## config.mk

```make
export PLATFORM = sky130hd
export DESIGN_NAME = nine_bit_spi_word_packer
export DESIGN_NICKNAME = d
export VERILOG_FILES = /design/src/design/nbsp_pkg.sv /design/src/design/nbsp_front.sv /design/src/design/nbsp_fifo.sv /design/src/design/nbsp_back.sv /design/src/design/nine_bit_spi_word_packer.sv
export SDC_FILE = /design/constraint.sdc
export NUM_CORES = 1
export LEC_CHECK = 0
export ABC_AREA = 1
export BUFFER_PORTS_ARGS = -buffer_cell sky130_fd_sc_hd__buf_2
export CORE_MARGIN = 5
export CORE_UTILIZATION = 50
export DETAILED_ROUTE_END_ITERATION = 8
export GPL_TIMING_DRIVEN = 0
export PLACE_DENSITY = 0.67
export SYNTH_ARGS = -nofsm -noshare
export SYNTH_HDL_FRONTEND = slang
export SYNTH_SLANG_ARGS = --single-unit
```

## constraint.sdc

```tcl
create_clock -name clock -period 2.4 [get_ports clock]
set_input_delay 0.12 -clock clock [delete_from_list [all_inputs] [get_ports clock]]
set_output_delay 0.12 -clock clock [all_outputs]
set_load 0.01 [all_outputs]
```

## src/design/nbsp_pkg.sv

```systemverilog
`default_nettype none
package nbsp_pkg;

   // Command codes carried from the front end to the back end
   localparam logic [1:0] OP_PACK = 2'd0;  // pack one 9-bit word
   localparam logic [1:0] OP_PAD  = 2'd1;  // pad the group with NOP words, end transfer
   localparam logic [1:0] OP_MARK = 2'd2;  // group already full: bare end marker

   localparam logic [7:0] NOP_BYTE   = 8'h00;
   localparam logic [2:0] GROUP_LAST = 3'd7;

   typedef struct packed {
      logic       req_type;
      logic       dc_bit;
      logic [7:0] data_byte;
   } nbsp_req_type;

   typedef struct packed {
      logic [7:0] packed_byte;
      logic       byte_valid;
      logic       last;
   } nbsp_rsp_type;

   typedef struct packed {
      logic [1:0] op;
      logic       dc_bit;
      logic [7:0] data_byte;
   } nbsp_cmd_type;

endpackage
`default_nettype wire

```

## src/design/nbsp_front.sv

```systemverilog
`default_nettype none
module nbsp_front (
   input  wire                   clock,
   input  wire                   reset,
   input  wire                   req_valid,
   output logic                  req_stall,
   input  nbsp_pkg::nbsp_req_type req_data,
   input  wire                   q_full,
   output logic                  q_push,
   output nbsp_pkg::nbsp_cmd_type q_cmd
);
   import nbsp_pkg::*;

   logic [2:0] pos_ff, pos_in;
   logic       pending_ff, pending_in;
   logic       accept;

   assign req_stall = q_full;
   assign accept    = req_valid && !q_full;

   always_comb begin
      pos_in           = pos_ff;
      pending_in       = pending_ff;
      q_push           = 1'b0;
      q_cmd.op         = OP_PACK;
      q_cmd.dc_bit     = req_data.dc_bit;
      q_cmd.data_byte  = req_data.data_byte;
      if (accept) begin
         if (!req_data.req_type) begin
            q_push     = 1'b1;
            pos_in     = pos_ff + 3'd1;
            pending_in = 1'b1;
         end else if (pending_ff) begin
            // flush: full group needs only a marker, partial group needs padding
            q_push     = 1'b1;
            q_cmd.op   = (pos_ff == 3'd0) ? OP_MARK : OP_PAD;
            pos_in     = 3'd0;
            pending_in = 1'b0;
         end
      end
   end

   always_ff @(posedge clock) begin
      if (reset) begin
         pos_ff     <= 3'd0;
         pending_ff <= 1'b0;
      end else begin
         pos_ff     <= pos_in;
         pending_ff <= pending_in;
      end
   end

endmodule
`default_nettype wire

```

## src/design/nbsp_fifo.sv

```systemverilog
`default_nettype none
module nbsp_fifo #(
   parameter int QDEPTH = 4
) (
   input  wire                   clock,
   input  wire                   reset,
   input  wire                   push,
   input  nbsp_pkg::nbsp_cmd_type push_cmd,
   output logic                  full,
   input  wire                   pop,
   output logic                  head_valid,
   output nbsp_pkg::nbsp_cmd_type head_cmd
);
   import nbsp_pkg::*;

   localparam int PW = (QDEPTH > 1) ? $clog2(QDEPTH) : 1;
   localparam int CW = $clog2(QDEPTH + 1);
   localparam logic [PW-1:0] PTR_LAST = PW'(QDEPTH - 1);
   localparam logic [CW-1:0] CNT_FULL = CW'(QDEPTH);

   nbsp_cmd_type    entry_ff [QDEPTH];
   logic [PW-1:0]   wr_ff, wr_in, rd_ff, rd_in;
   logic [CW-1:0]   cnt_ff, cnt_in;
   logic            do_push, do_pop;

   assign full       = (cnt_ff == CNT_FULL);
   assign head_valid = (cnt_ff != '0);
   assign head_cmd   = entry_ff[rd_ff];
   assign do_push    = push && !full;
   assign do_pop     = pop && head_valid;

   always_comb begin
      wr_in  = wr_ff;
      rd_in  = rd_ff;
      cnt_in = cnt_ff;
      if (do_push) wr_in = (wr_ff == PTR_LAST) ? '0 : wr_ff + PW'(1);
      if (do_pop)  rd_in = (rd_ff == PTR_LAST) ? '0 : rd_ff + PW'(1);
      if (do_push && !do_pop) cnt_in = cnt_ff + CW'(1);
      else if (!do_push && do_pop) cnt_in = cnt_ff - CW'(1);
   end

   always_ff @(posedge clock) begin
      if (reset) begin
         wr_ff  <= '0;
         rd_ff  <= '0;
         cnt_ff <= '0;
      end else begin
         wr_ff  <= wr_in;
         rd_ff  <= rd_in;
         cnt_ff <= cnt_in;
      end
   end

   always_ff @(posedge clock) begin
      if (do_push) entry_ff[wr_ff] <= push_cmd;
   end

endmodule
`default_nettype wire

```

## src/design/nbsp_back.sv

```systemverilog
`default_nettype none
module nbsp_back (
   input  wire                   clock,
   input  wire                   reset,
   input  wire                   q_valid,
   input  nbsp_pkg::nbsp_cmd_type q_cmd,
   output logic                  q_pop,
   output logic                  rsp_valid,
   input  wire                   rsp_stall,
   output nbsp_pkg::nbsp_rsp_type rsp_data
);
   import nbsp_pkg::*;

   logic [7:0]   residual_ff, residual_in;
   logic [2:0]   pos_ff, pos_in;
   logic         pad_ff, pad_in;
   logic         tail_ff, tail_in;
   logic [7:0]   tail_byte_ff, tail_byte_in;
   logic         tail_last_ff, tail_last_in;
   logic         rsp_valid_ff, rsp_valid_in;
   nbsp_rsp_type rsp_data_ff, rsp_data_in;

   logic         out_free, word_go, is_pad;
   logic [16:0]  acc;
   logic [3:0]   sh;
   logic [7:0]   mask;

   assign out_free = !rsp_valid_ff || !rsp_stall;
   assign q_pop    = out_free && !tail_ff && !pad_ff && q_valid;
   assign word_go  = (out_free && !tail_ff && pad_ff) || (q_pop && q_cmd.op != OP_MARK);
   assign is_pad   = pad_ff || (q_cmd.op == OP_PAD);
   assign acc      = is_pad ? {residual_ff, 1'b0, NOP_BYTE}
                            : {residual_ff, q_cmd.dc_bit, q_cmd.data_byte};
   assign sh       = {1'b0, pos_ff} + 4'd1;
   assign mask     = ~(8'hFF << sh);

   always_comb begin
      residual_in  = residual_ff;
      pos_in       = pos_ff;
      pad_in       = pad_ff;
      tail_in      = tail_ff;
      tail_byte_in = tail_byte_ff;
      tail_last_in = tail_last_ff;
      rsp_valid_in = rsp_valid_ff && rsp_stall;
      rsp_data_in  = rsp_data_ff;
      if (out_free && tail_ff) begin
         // second byte of the eighth word
         tail_in                 = 1'b0;
         rsp_valid_in            = 1'b1;
         rsp_data_in.packed_byte = tail_byte_ff;
         rsp_data_in.byte_valid  = 1'b1;
         rsp_data_in.last        = tail_last_ff;
      end else if (word_go) begin
         rsp_valid_in           = 1'b1;
         rsp_data_in.byte_valid = 1'b1;
         rsp_data_in.last       = 1'b0;
         if (pos_ff == GROUP_LAST) begin
            rsp_data_in.packed_byte = acc[15:8];
            tail_in      = 1'b1;
            tail_byte_in = acc[7:0];
            tail_last_in = is_pad;
            pad_in       = 1'b0;
            pos_in       = 3'd0;
            residual_in  = 8'd0;
         end else begin
            rsp_data_in.packed_byte = 8'(acc >> sh);
            residual_in  = acc[7:0] & mask;
            pos_in       = pos_ff + 3'd1;
            pad_in       = is_pad;
         end
      end else if (q_pop && q_cmd.op == OP_MARK) begin
         rsp_valid_in            = 1'b1;
         rsp_data_in.packed_byte = 8'd0;
         rsp_data_in.byte_valid  = 1'b0;
         rsp_data_in.last        = 1'b1;
      end
   end

   always_ff @(posedge clock) begin
      if (reset) begin
         residual_ff  <= 8'd0;
         pos_ff       <= 3'd0;
         pad_ff       <= 1'b0;
         tail_ff      <= 1'b0;
         rsp_valid_ff <= 1'b0;
      end else begin
         residual_ff  <= residual_in;
         pos_ff       <= pos_in;
         pad_ff       <= pad_in;
         tail_ff      <= tail_in;
         rsp_valid_ff <= rsp_valid_in;
      end
   end

   always_ff @(posedge clock) begin
      tail_byte_ff <= tail_byte_in;
      tail_last_ff <= tail_last_in;
      rsp_data_ff  <= rsp_data_in;
   end

   assign rsp_valid = rsp_valid_ff;
   assign rsp_data  = rsp_data_ff;

endmodule
`default_nettype wire

```

## src/design/nine_bit_spi_word_packer.sv

```systemverilog
// Path: a byte request is written into the command queue, then popped by the back end, whose
// output register offers its first packed byte on rsp.
// Throughput: one byte request per cycle while the queue is not full; the eighth word of a
// group gives two bytes. A flush pads the group with NOP words, a bare end marker is one result;
// the back end's single output register emits one result per cycle while rsp_stall is low.
// Reset: synchronous, active high; clears queue, residue, group position and pending state.
`default_nettype none
module nine_bit_spi_word_packer #(
   parameter int QDEPTH = 4
) (
   input  wire                    clock,
   input  wire                    reset,
   input  wire                    req_valid,
   output logic                   req_stall,
   input  nbsp_pkg::nbsp_req_type req_data,
   output logic                   rsp_valid,
   input  wire                    rsp_stall,
   output nbsp_pkg::nbsp_rsp_type rsp_data
);
   import nbsp_pkg::*;

   // Front end classifies each request (pack, pad flush, marker flush, or an empty
   // flush that is dropped) and tracks its own copy of group position and pending.
   logic         q_push, q_full, q_pop, q_valid;
   nbsp_cmd_type push_cmd, head_cmd;

   nbsp_front u_front (
      .clock     (clock),
      .reset     (reset),
      .req_valid (req_valid),
      .req_stall (req_stall),
      .req_data  (req_data),
      .q_full    (q_full),
      .q_push    (q_push),
      .q_cmd     (push_cmd)
   );

   // Short command queue decouples accepting requests from emitting bytes,
   // so byte requests keep flowing while a flush pads or the output stalls, until the queue fills.
   nbsp_fifo #(.QDEPTH(QDEPTH)) u_fifo (
      .clock      (clock),
      .reset      (reset),
      .push       (q_push),
      .push_cmd   (push_cmd),
      .full       (q_full),
      .pop        (q_pop),
      .head_valid (q_valid),
      .head_cmd   (head_cmd)
   );

   // Back end owns the residual bits, packs one 9-bit word per cycle while the output is free and
   // no tail byte is pending, and drives the registered output of each transfer.
   nbsp_back u_back (
      .clock     (clock),
      .reset     (reset),
      .q_valid   (q_valid),
      .q_cmd     (head_cmd),
      .q_pop     (q_pop),
      .rsp_valid (rsp_valid),
      .rsp_stall (rsp_stall),
      .rsp_data  (rsp_data)
   );

endmodule
`default_nettype wire

```

**Word level (Yosys, flattened, before mapping)**

Memories as Yosys holds them, arrays and structs flattened. A register that Yosys moved wholly into a read port is not among the register bits.
Index checks and enable logic that the tools add are counted.

- Input port bits: 14
- Output and inout bits: 12
- Logic and storage cells: 98
- Flip-flop bits (word level): 44
- RAM bits: 44
- Memories: 1

Memories:

| memory | words | width | rd ports | clocked after Yosys merged registers in | write ports | RTL line | text |
|---|---|---|---|---|---|---|---|
| u_fifo.entry_ff | 4 | 11 | 1 | 1 | 1 | nbsp_fifo.sv:21 | `nbsp_cmd_type entry_ff [QDEPTH];` |

- Reduce and logical (&&, ||, !) cells: 33
- Add/subtract/negate cells: 7
- Bitwise operators: 3
- Shift-type cells: 2
- Mux-type cells: 29
- Equal/unequal tests: 8

Operator list:

| operator | number |
|---|---|
| 10-bit 2-to-1 mux | 3 |
| 17-bit by 4-bit right shift with 8-bit output | 1 |
| 2-bit 2-to-1 mux | 8 |
| 8-bit 2-to-1 mux | 2 |
| 3-bit 2-to-1 mux | 5 |
| 1-bit logical AND | 13 |
| 1-bit 2-to-1 mux | 10 |
| 3-bit by 1-bit adder with 3-bit output, second input constant | 3 |
| 9-bit 2-to-1 mux | 1 |
| 8-bit bitwise AND | 1 |
| 8-bit inverter | 1 |
| 8-bit by 4-bit << shifter with 8-bit output, first input constant | 1 |
| 1-bit logical NOT | 7 |
| 2-bit == test, second input constant | 3 |
| 3-bit == test, second input constant | 2 |
| 2-bit AND reduction | 3 |
| 3-bit nonzero test | 2 |
| 2-bit by 1-bit adder with 2-bit output, second input constant | 2 |
| 3-bit by 1-bit adder with 4-bit output, second input constant | 1 |
| 2-bit OR reduction | 2 |
| 3-bit logical NOT | 1 |
| 1-bit logical OR | 3 |
| 3-bit AND reduction | 1 |
| 3-bit by 1-bit subtractor with 3-bit output, second input constant | 1 |
| other kinds (5) | 5 |

**Logic depth before layout (Yosys ltp)**

Gate-level depths: netlist of the first run.

- Depth in word-level cells: 9
- Mapped depth: 15
- Depth with buffers taken out: 14

**By module**

Synthesis of the first run repeated with hierarchy kept, for this count alone.

- Cell total of the unflattened synthesis: 479
- Area total of the unflattened synthesis: 4404.2 µm²

By module, submodules not included:

| module | instances | cells each | seq. area each (µm²) | area an instance (µm²) |
|---|---|---|---|---|
| nbsp_fifo | 1 | 177 | 1501.4 | 2170.8 |
| nbsp_back | 1 | 254 | 820.8 | 1904.3 |
| nbsp_front | 1 | 48 | 80.1 | 329.1 |

**Least setup slack after synthesis of the first run**

OpenSTA, ideal clock, no wires.

- Kind: flip-flop to flip-flop
- Start: reg u_fifo.cnt_ff[0]
- End: reg u_fifo.cnt_ff[2]
- Setup slack: 0.142 ns
- Stages on the path, launching flop included: 15
- Arrival time: 2.136 ns
- Path buffers: 1
- Library setup time: 0.122 ns
- Required time: 2.278 ns
- Period minus slack after synthesis: 2.258 ns
- Cells stage by stage: dfxtp_1 nor3_1 nor2_1 inv_1 nor2_1 nor2_1 buf_4 inv_1 ha_1 inv_1 fa_1 a21oi_1 o21ai_0 o21ai_0 a21oi_1

- Word-level cells in the longest chain between the ends: 8
- Elaborated cells on any way between the ends: 17
- Those cells by class: add/sub: 2; eq/ne: 1; mux: 3; reduce/logical: 11

RTL lines:

| element | RTL line | text |
|---|---|---|
| start: declaration | nbsp_fifo.sv:23 | `logic [CW-1:0] cnt_ff, cnt_in;` |
| start signal: assignment | nbsp_fifo.sv:50 | `cnt_ff <= cnt_in;` |
| 3-bit == test * | nbsp_fifo.sv:26 | `assign full = (cnt_ff == CNT_FULL);` |
| net req_stall | nine_bit_spi_word_packer.sv:14 | `output logic req_stall,` |
| 1-bit logical NOT * | nbsp_front.sv:19, nbsp_fifo.sv:29 |  |
| 1-bit logical AND | nbsp_front.sv:19 | `assign accept = req_valid && !q_full;` |
| 1-bit 2-to-1 mux | nbsp_front.sv:28 | `if (accept) begin` |
| 1-bit logical AND * | nbsp_fifo.sv:29 | `assign do_push = push && !full;` |
| net u_fifo.do_push | nbsp_fifo.sv:24 | `logic do_push, do_pop;` |
| 1-bit logical NOT | nbsp_fifo.sv:39 | `else if (!do_push && do_pop) cnt_in = cnt_ff - CW'(1);` |
| 1-bit logical AND | nbsp_fifo.sv:39 |  |
| 2-bit nonzero test (no source line) | -- |  |

The timed path passes the listed nets; every way through them passes the cells marked *. The select of a mux whose other input is x is not followed.
A chain may end at the register's enable or synchronous reset.

**Final worst setup path of the first run**

- Start: reg u_fifo.cnt_ff[0]
- End: reg u_fifo.cnt_ff[2]

- Word-level cells in the longest chain between the ends: 8
- Elaborated cells on any way between the ends: 17
- Those cells by class: add/sub: 2; eq/ne: 1; mux: 3; reduce/logical: 11

RTL lines:

| element | RTL line |
|---|---|
| 3-bit == test * | nbsp_fifo.sv:26 |
| 1-bit logical NOT * | nbsp_front.sv:19, nbsp_fifo.sv:29 |
| 1-bit logical AND | nbsp_front.sv:19 |
| 1-bit 2-to-1 mux | nbsp_front.sv:28 |
| 1-bit logical AND * | nbsp_fifo.sv:29 |
| net u_fifo.do_push | nbsp_fifo.sv:24 |
| 1-bit logical NOT | nbsp_fifo.sv:39 |
| 1-bit logical AND | nbsp_fifo.sv:39 |
| 2-bit nonzero test (no source line) | -- |

Marks and branches as above.

==> results of run 1 <==
==> metrics by stage <==
| step | util | cells | hold slack, ns |
|---|---|---|---|
| final | 0.573 | 635 | 0.0276 |
| after global routing | 0.573 | 635 | 0.0313 |
| after CTS | 0.569 | 633 | 0.0189 |
| after detailed placement | 0.538 | 608 | 0.336 |
| after global placement | 0.538 | 608 | 0.329 |
| after floorplan | - | 475 | 0.193 |
==> layout by cell type, fill, tap and decap left out, types with 2 or more instances in the layout <==
master,instances
nand2_1,92
edfxtp_1,62
nor2_1,54
inv_1,50
nand3_1,35
buf_2,35
o21ai_0,26
a21oi_1,25
dfxtp_1,25
nand4_1,14
ha_1,13
clkbuf_8,9
dlygate4sd3_1,9
o211ai_1,8
buf_6,6
inv_2,4
nor3_2,4
nor2_2,4
o21ai_1,4
nand2_2,3
clkinv_1,3
buf_4,3
nor3_1,3
clkbuf_1,3
nand2_4,2
a21oi_2,2
nor3_4,2
a211oi_2,2
a211oi_1,2
xor2_1,2
inv_4,2
dfxtp_4,2
==> layer usage <==
metal / vias up / track usage / wire length (µm)
met4: 0 / 0.0750 / 251
met1: 1510 / 0.237 / 4330
met3: 20 / 0.0410 / 566
met2: 99 / 0.274 / 4330
met5: - / 0 / 0
li1: 1692 / - / -
==> synthesized netlist by cell type (4+ instances only) <==
cell type	number	area share
nand2_1	92	0.079
edfxtp_1	62	0.42
nor2_1	59	0.051
inv_1	51	0.044
nand3_1	35	0.040
o21ai_0	28	0.032
dfxtp_1	27	0.12
a21oi_1	25	0.029
nand4_1	14	0.020
ha_1	13	0.037
buf_2	10	0.011
o211ai_1	8	0.014
buf_6	5	0.013
nor3_1	4	0.0046
==> logic make-up after synthesis <==
logic type	Yosys count	synth area share
xor gates and xnor gates	2	0.00400
muxes	1	0.00228
adders and majority gates	14	0.0417
DFF	89	0.548
AOI/OAI and AO/OA	75	0.100
buffers and inverters	77	0.0808
and+or+nand+nor	217	0.223
==> power by group <==
group          total [W]  switching [W]  internal, W  leakage (nW)
logic            0.00274        0.00182     0.000916          1.20
registers        0.00216       0.000133      0.00202         0.797
clock network   0.000948       0.000559     0.000389        0.0878
total            0.00584        0.00251      0.00333          2.09
==> flip-flops by register name, indices dropped and copies added, names as in the netlist, 2 cells and up, named ones only <==
| register | flops |
|---|---|
| u_front.pos_ff | 3 |
| u_fifo.wr_ff | 2 |
| u_back.tail_byte_ff | 8 |
| u_back.residual_ff | 7 |
| u_fifo.rd_ff | 2 |
| u_back.rsp_data | 10 |
| u_fifo.cnt_ff | 3 |
| u_back.pos_ff | 3 |
| u_fifo.entry_ff | 44 |
==> layout make-up <==
class	count	share of cell area
clock buffer	11	0.0268
timing repair buffer	36	0.0465
clock inverter	5	0.00758
inverter	58	0.0455
tap	108	0.0273
multi-input combinational	309	0.333
sequential	89	0.487
buffer	19	0.0268
==> worst max-delay path, cell delays in order, from the launching register on <==
cell and delay (ns):
dfxtp_4 0.39, nor3_2 0.06, nor2_1 0.17, inv_1 0.11, nor2_4 0.16, nor2_2 0.07, buf_6 0.14, inv_1 0.09
ha_1 0.14, inv_1 0.07, fa_1 0.38, a21oi_1 0.15, o21ai_1 0.10, o21ai_1 0.13, a21oi_1 0.05
==> worst max-delay path by stage <==
stage	startpoint	endpoint	slack [ns]
3_5_place_dp	u_fifo.cnt_ff[0]	u_fifo.cnt_ff[2]	-0.16
6_report	u_fifo.cnt_ff[0]	u_fifo.cnt_ff[2]	0.08
4_1_cts	u_fifo.cnt_ff[1]	u_fifo.cnt_ff[1]	0.02
2_1_floorplan	u_fifo.cnt_ff[0]	u_fifo.cnt_ff[2]	0.14
3_3_place_gp	u_fifo.cnt_ff[0]	u_fifo.entry_ff[2][8]	-0.13
5_1_grt	u_fifo.cnt_ff[1]	u_fifo.cnt_ff[1]	-0.03
==> repair_timing <==
item                       CTS  global route
hold buffers                 9             0
gates resized for setup      5            10
buffers inserted             0             2
setup endpoints to repair   45            35
pin swaps                    0             2
hold endpoints to repair    33             0
==> metrics.md, run 1 <==
| Metric | Value |
|---|---|
| CP required | `2.65 ns` |
| Max frequency | `0.432 GHz` |
| ANT nets after route | `0` |
| Die Wd | `104 µm` |
| Rel. slew slack | `0.311` |
| Clock Skew | `0.0171 ns` |
| Flop-to-flop setup slack | `0.08 ns` |
| Share of cells above drive strength 1 | `0.169` |
| Worst Path Arrival | `2.57 ns` |
| Global placer's final weighted congestion | `0.922` |
| Synthesized flop and latch total | `89` |
| Hold Path Origin | `reset` |
| Synth-to-Final Area Change | `13.0%` |
| Hold Crit Class | `input pin to flip-flop` |
| Max-slew violation count | `0` |
| Longest Clk Path Bufs | `2` |
| DRT Pass-1 Iters | `5` |
| Crit Path Category | `flip-flop to flip-flop` |
| Synth Flop Type | `edfxtp_1` |
| Worst setup SP type | `flip-flop` |
| Clock sinks | `89` |
| DRT Wirelength | `9490 µm` |
| Antenna cells | `0` |
| Sequential Area | `2410 µm²` |
| IO buf count | `25` |
| Clk root buf | `clkbuf_8` |
| Initial Util | `0.508` |
| Final #Nets | `550` |
| Fin area | `4950 µm²` |
| Fillers | `757` |
| Final-report hold violation count | `0` |
| Reg2reg end | `u_fifo.cnt_ff[2]` |
| Total GRT Usage | `0.177` |
| Status | `complete, no violations` |
| Die H | `104 µm` |
| Vias in the first global route | `3052` |
| Register area share after synthesis | `0.548` |
| Number of synthesized flops with an enable pin | `62` |
| Synth warnings | `0` |
| DRT iter0 DRCs | `188` |
| Synth Net Count | `503` |
| Worst Path Max Fanout | `10` |
| Hold path endpoint | `u_back.pos_ff[1]` |
| DR WL/cell | `14.9 µm` |
| P per Cell Area | `1180 nW/µm²` |
| Die area | `10700 µm²` |
| Area post-placement | `4640 µm²` |
| Mapped Cells | `475` |
| DRC | `0` |
| CP endpoint kind | `flip-flop` |
| Via count | `3321` |
| TritonCTS clock tree | `done` |
| Fin crit period | `2.32 ns` |
| RSZ-0062 raised after global routing | `true` |
| Core region area | `8640 µm²` |
| CTS buffer count | `9` |
| Maximum vdd drop | `0.498 mV` |
| Pre-CTS setup slack | `-0.156 ns` |
| Post-synth cell types | `39` |
| Async SR Flop Fraction | `0` |
| Fin Setup TNS | `0 ns` |
| Via density | `5.23` |
| Worst-Skew Late Latency | `0.36 ns` |
| Antenna violations before repair | `0` |
| H-tree levels | `3` |
| Cell count of the worst hold path | `2` |
| Total grt overflow | `0` |
| DP HPWL | `6760 µm` |
| Worst r2r src | `u_fifo.cnt_ff[0]` |
| Worst Max-Slew Pin Slew | `1.03 ns` |
| Mean Syn Cell Area | `9.23 µm²` |
| Maxcap violations | `0` |
| Clk pin slew, worst setup/hold paths | `0.10 ns` |
| Final setup fails | `0` |
| I/O pin count | `26` |
| Fin crit share | `0.965` |
| Global-route wire length before repair | `15300 µm` |
| Largest net degree at the start of global routing | `16` |
| PnR Total Power | `0.00584 W` |
| FP Rows | `34` |
| Synth Cell Area | `4380 µm²` |
| Worst reg2reg path depth | `14` |
| Final worst-path setup slack | `0.0833 ns` |
| Leakage dissipation | `2.09 nW` |
| Multi-input logic area | `1650 µm²` |
Note: power is estimated with default switching activity, not from simulation.
==> inputs of run 2 (changes only) <==
- CORE_UTILIZATION: 50 -> 37
- PLACE_DENSITY: 0.67 -> 0.52
==> metrics.md, run 2 (synthesized netlist as in run 1, its figures left out) <==
| Metric | Value |
|---|---|
| Total GRT Usage | `0.156 (-0.0212)` |
| Top reg by flops | `u_fifo.entry_ff` |
| Via count | `3353 (+0.96%)` |
| P per Cell Area | `1240 nW/µm² (+5.0%)` |
| DP HPWL | `7480 µm (+11%)` |
| RSZ-0062 raised after global routing | `false` |
| Via density | `4.99 (-4.6%)` |
| Worst-Skew Late Latency | `0.35 ns (about the same)` |
| Maximum vdd drop | `0.481 mV (-3.4%)` |
| Commonest non-fill, non-tap cells in the layout | `nand2_1, edfxtp_1, nor2_1, inv_1` |
| Commonest non-fill, non-tap cell in the layout | `nand2_1` |
| Sequential Area | `2410 µm² (-0.10%)` |
| Global placer's final weighted congestion | `0.917 (-0.52%)` |
| Final core occ | `0.448 (-0.126)` |
| Cell count of the worst hold path | `3 (+1)` |
| H-tree levels | `3 (unchanged)` |
| Fillers | `1130 (+49%)` |
| Die Wd | `119 µm (+15%)` |
| Clk pin slew, worst setup/hold paths | `0.06 ns (-0.04 ns)` |
| CP startpoint | `u_fifo.cnt_ff[1]` |
| Max-slew violation count | `0 (unchanged)` |
| Crit Path Category | `flip-flop to flip-flop` |
| CTS buffer count | `9 (unchanged)` |
| I/O pin count | `26 (unchanged)` |
| DRT Pass-1 Iters | `5 (unchanged)` |
| Hold Path Origin | `rsp_stall` |
| Max frequency | `0.451 GHz (+4.6%)` |
| Reg2reg end | `u_fifo.cnt_ff[1]` |
| Hold path endpoint | `u_back.rsp_valid` |
| Leakage dissipation | `2.16 nW (+3.2%)` |
| Final-report hold violation count | `0 (unchanged)` |
| Vias in the first global route | `3294 (+7.9%)` |
| Worst reg2reg path depth | `12 (-2)` |
| TritonCTS clock tree | `done` |
| Synth-to-Final Area Change | `17.7%` |
| FP Rows | `39 (+15%)` |
| Maxcap violations | `0 (unchanged)` |
| Antenna violations before repair | `0 (unchanged)` |
| Worst hold slack | `0.135 ns (+0.108 ns)` |
| Die area | `14100 µm² (+32%)` |
| Worst setup SP type | `flip-flop` |
| Fin crit period | `2.22 ns (-0.101 ns)` |
| Worst r2r src | `u_fifo.cnt_ff[1]` |
| DRT iter0 DRCs | `213 (+13%)` |
| PnR Total Power | `0.00639 W (+9.3%)` |
| Total grt overflow | `0 (unchanged)` |
| Final #Nets | `552 (+0.36%)` |
| Largest net degree at the start of global routing | `14 (-2)` |
| Longest Clk Path Bufs | `2 (unchanged)` |
| DRT Wirelength | `10400 µm (+9.3%)` |
| Final setup fails | `0 (unchanged)` |
| CP required | `2.63 ns (-0.02 ns)` |
| Flop-to-flop setup slack | `0.18 ns (+0.10 ns)` |
| Die H | `119 µm (+15%)` |
| Rel. slew slack | `0.536 (+0.224)` |
| DR WL/cell | `15.4 µm (+3.3%)` |
| Share of cells above drive strength 1 | `0.176 (+0.00692)` |
| Status | `complete, no violations` |
| Global-route wire length before repair | `17100 µm (+12%)` |
| IO buf count | `25 (unchanged)` |
| DRC | `0 (unchanged)` |
| Clock sinks | `89 (unchanged)` |
| Worst Path Max Fanout | `10 (unchanged)` |
| Max FFs per register | `44 (unchanged)` |
| Hold Crit Class | `input pin to flip-flop` |
| CP endpoint kind | `flip-flop` |
| Clk root buf | `clkbuf_16` |
| Fin crit share | `0.923 (-0.0422)` |
| ANT nets after route | `0 (unchanged)` |
| Core region area | `11500 µm² (+33%)` |
| Antenna cells | `0 (unchanged)` |
| Worst Path Arrival | `2.45 ns (-0.12 ns)` |
| Clock Skew | `0.00635 ns (-0.0107 ns)` |
| Multi-input logic area | `1670 µm² (+1.1%)` |
| Worst Max-Slew Pin Slew | `0.696 ns (-0.333 ns)` |
| Initial Util | `0.381 (-0.127)` |
run 2: cell types whose count changed in the layout (fill, tap and decap cells not counted), moves of 2 or more:
cell       before  now
clkbuf_16       0    9
clkbuf_8        9    2
nor2_1         54   51
nor2_2          4    7
inv_4           2    0
run 2: cell type report:
type	instances	area share
tap	143	0.0347
clock buffer	13	0.0505
buffer	19	0.0257
inverter	58	0.0437
clock inverter	3	0.00752
sequential	89	0.467
timing repair buffer	38	0.0480
multi-input combinational	309	0.323
run 2: how the worst max path moves through the flow:
stage,end,slack [ns],cells after the start
detailed placement,u_fifo.entry_ff[1][8],-0.25,7
global route,u_fifo.cnt_ff[2],0.03,15
global placement,u_fifo.entry_ff[0][6],-0.22,7
finish,u_fifo.cnt_ff[1],0.18,12
CTS,u_fifo.cnt_ff[2],0.02,14
floorplan,u_fifo.cnt_ff[2],0.14,14
run 2: critical path: stages (launching register included):
cell,delay (ns)
dfxtp_2,0.35
nor3_4,0.23
nor2_2,0.08
inv_2,0.08
nor2_4,0.05
nor2_2,0.13
buf_6,0.16
inv_1,0.07
ha_1,0.18
inv_1,0.13
fa_1,0.43
o21ai_0,0.17
a21oi_1,0.05
run 2: per-layer routing:
layer	routed length, µm	global-route usage	share of wire	up-vias
li1	-	-	-	1704
met1	4860	0.203	0.47	1560
met2	4880	0.252	0.47	73
met3	401	0.0341	0.039	16
met4	224	0.0637	0.022	0
met5	0	0	0	-
run 2: power breakdown:
part           total, W  internal, W  switching (W)
clock           0.00142     0.000859       0.000558
combinational   0.00281     0.000926        0.00188
sequential      0.00216      0.00202       0.000136
run 2: what timing repair did:
action | in CTS | in global routing
resized for setup | 8 | 12
pin swaps | 0 | 3
setup buffers | 0 | 3
hold buffers | 10 | 0
setup endpoints to repair | 45 | 2
endpoints found under the hold margin | 37 | 0
run 2: through the flow:
step                worst slack (ns)  std cells  cell area (µm²)  TNS (ns)
global route                  0.0296        672             5160         0
detailed placement            -0.253        643             4690     -8.42
floorplan                      0.142        475             4380         0
CTS                           0.0162        669             5110         0
global placement              -0.216        643             4690     -6.93
finish                         0.185        672             5160         0
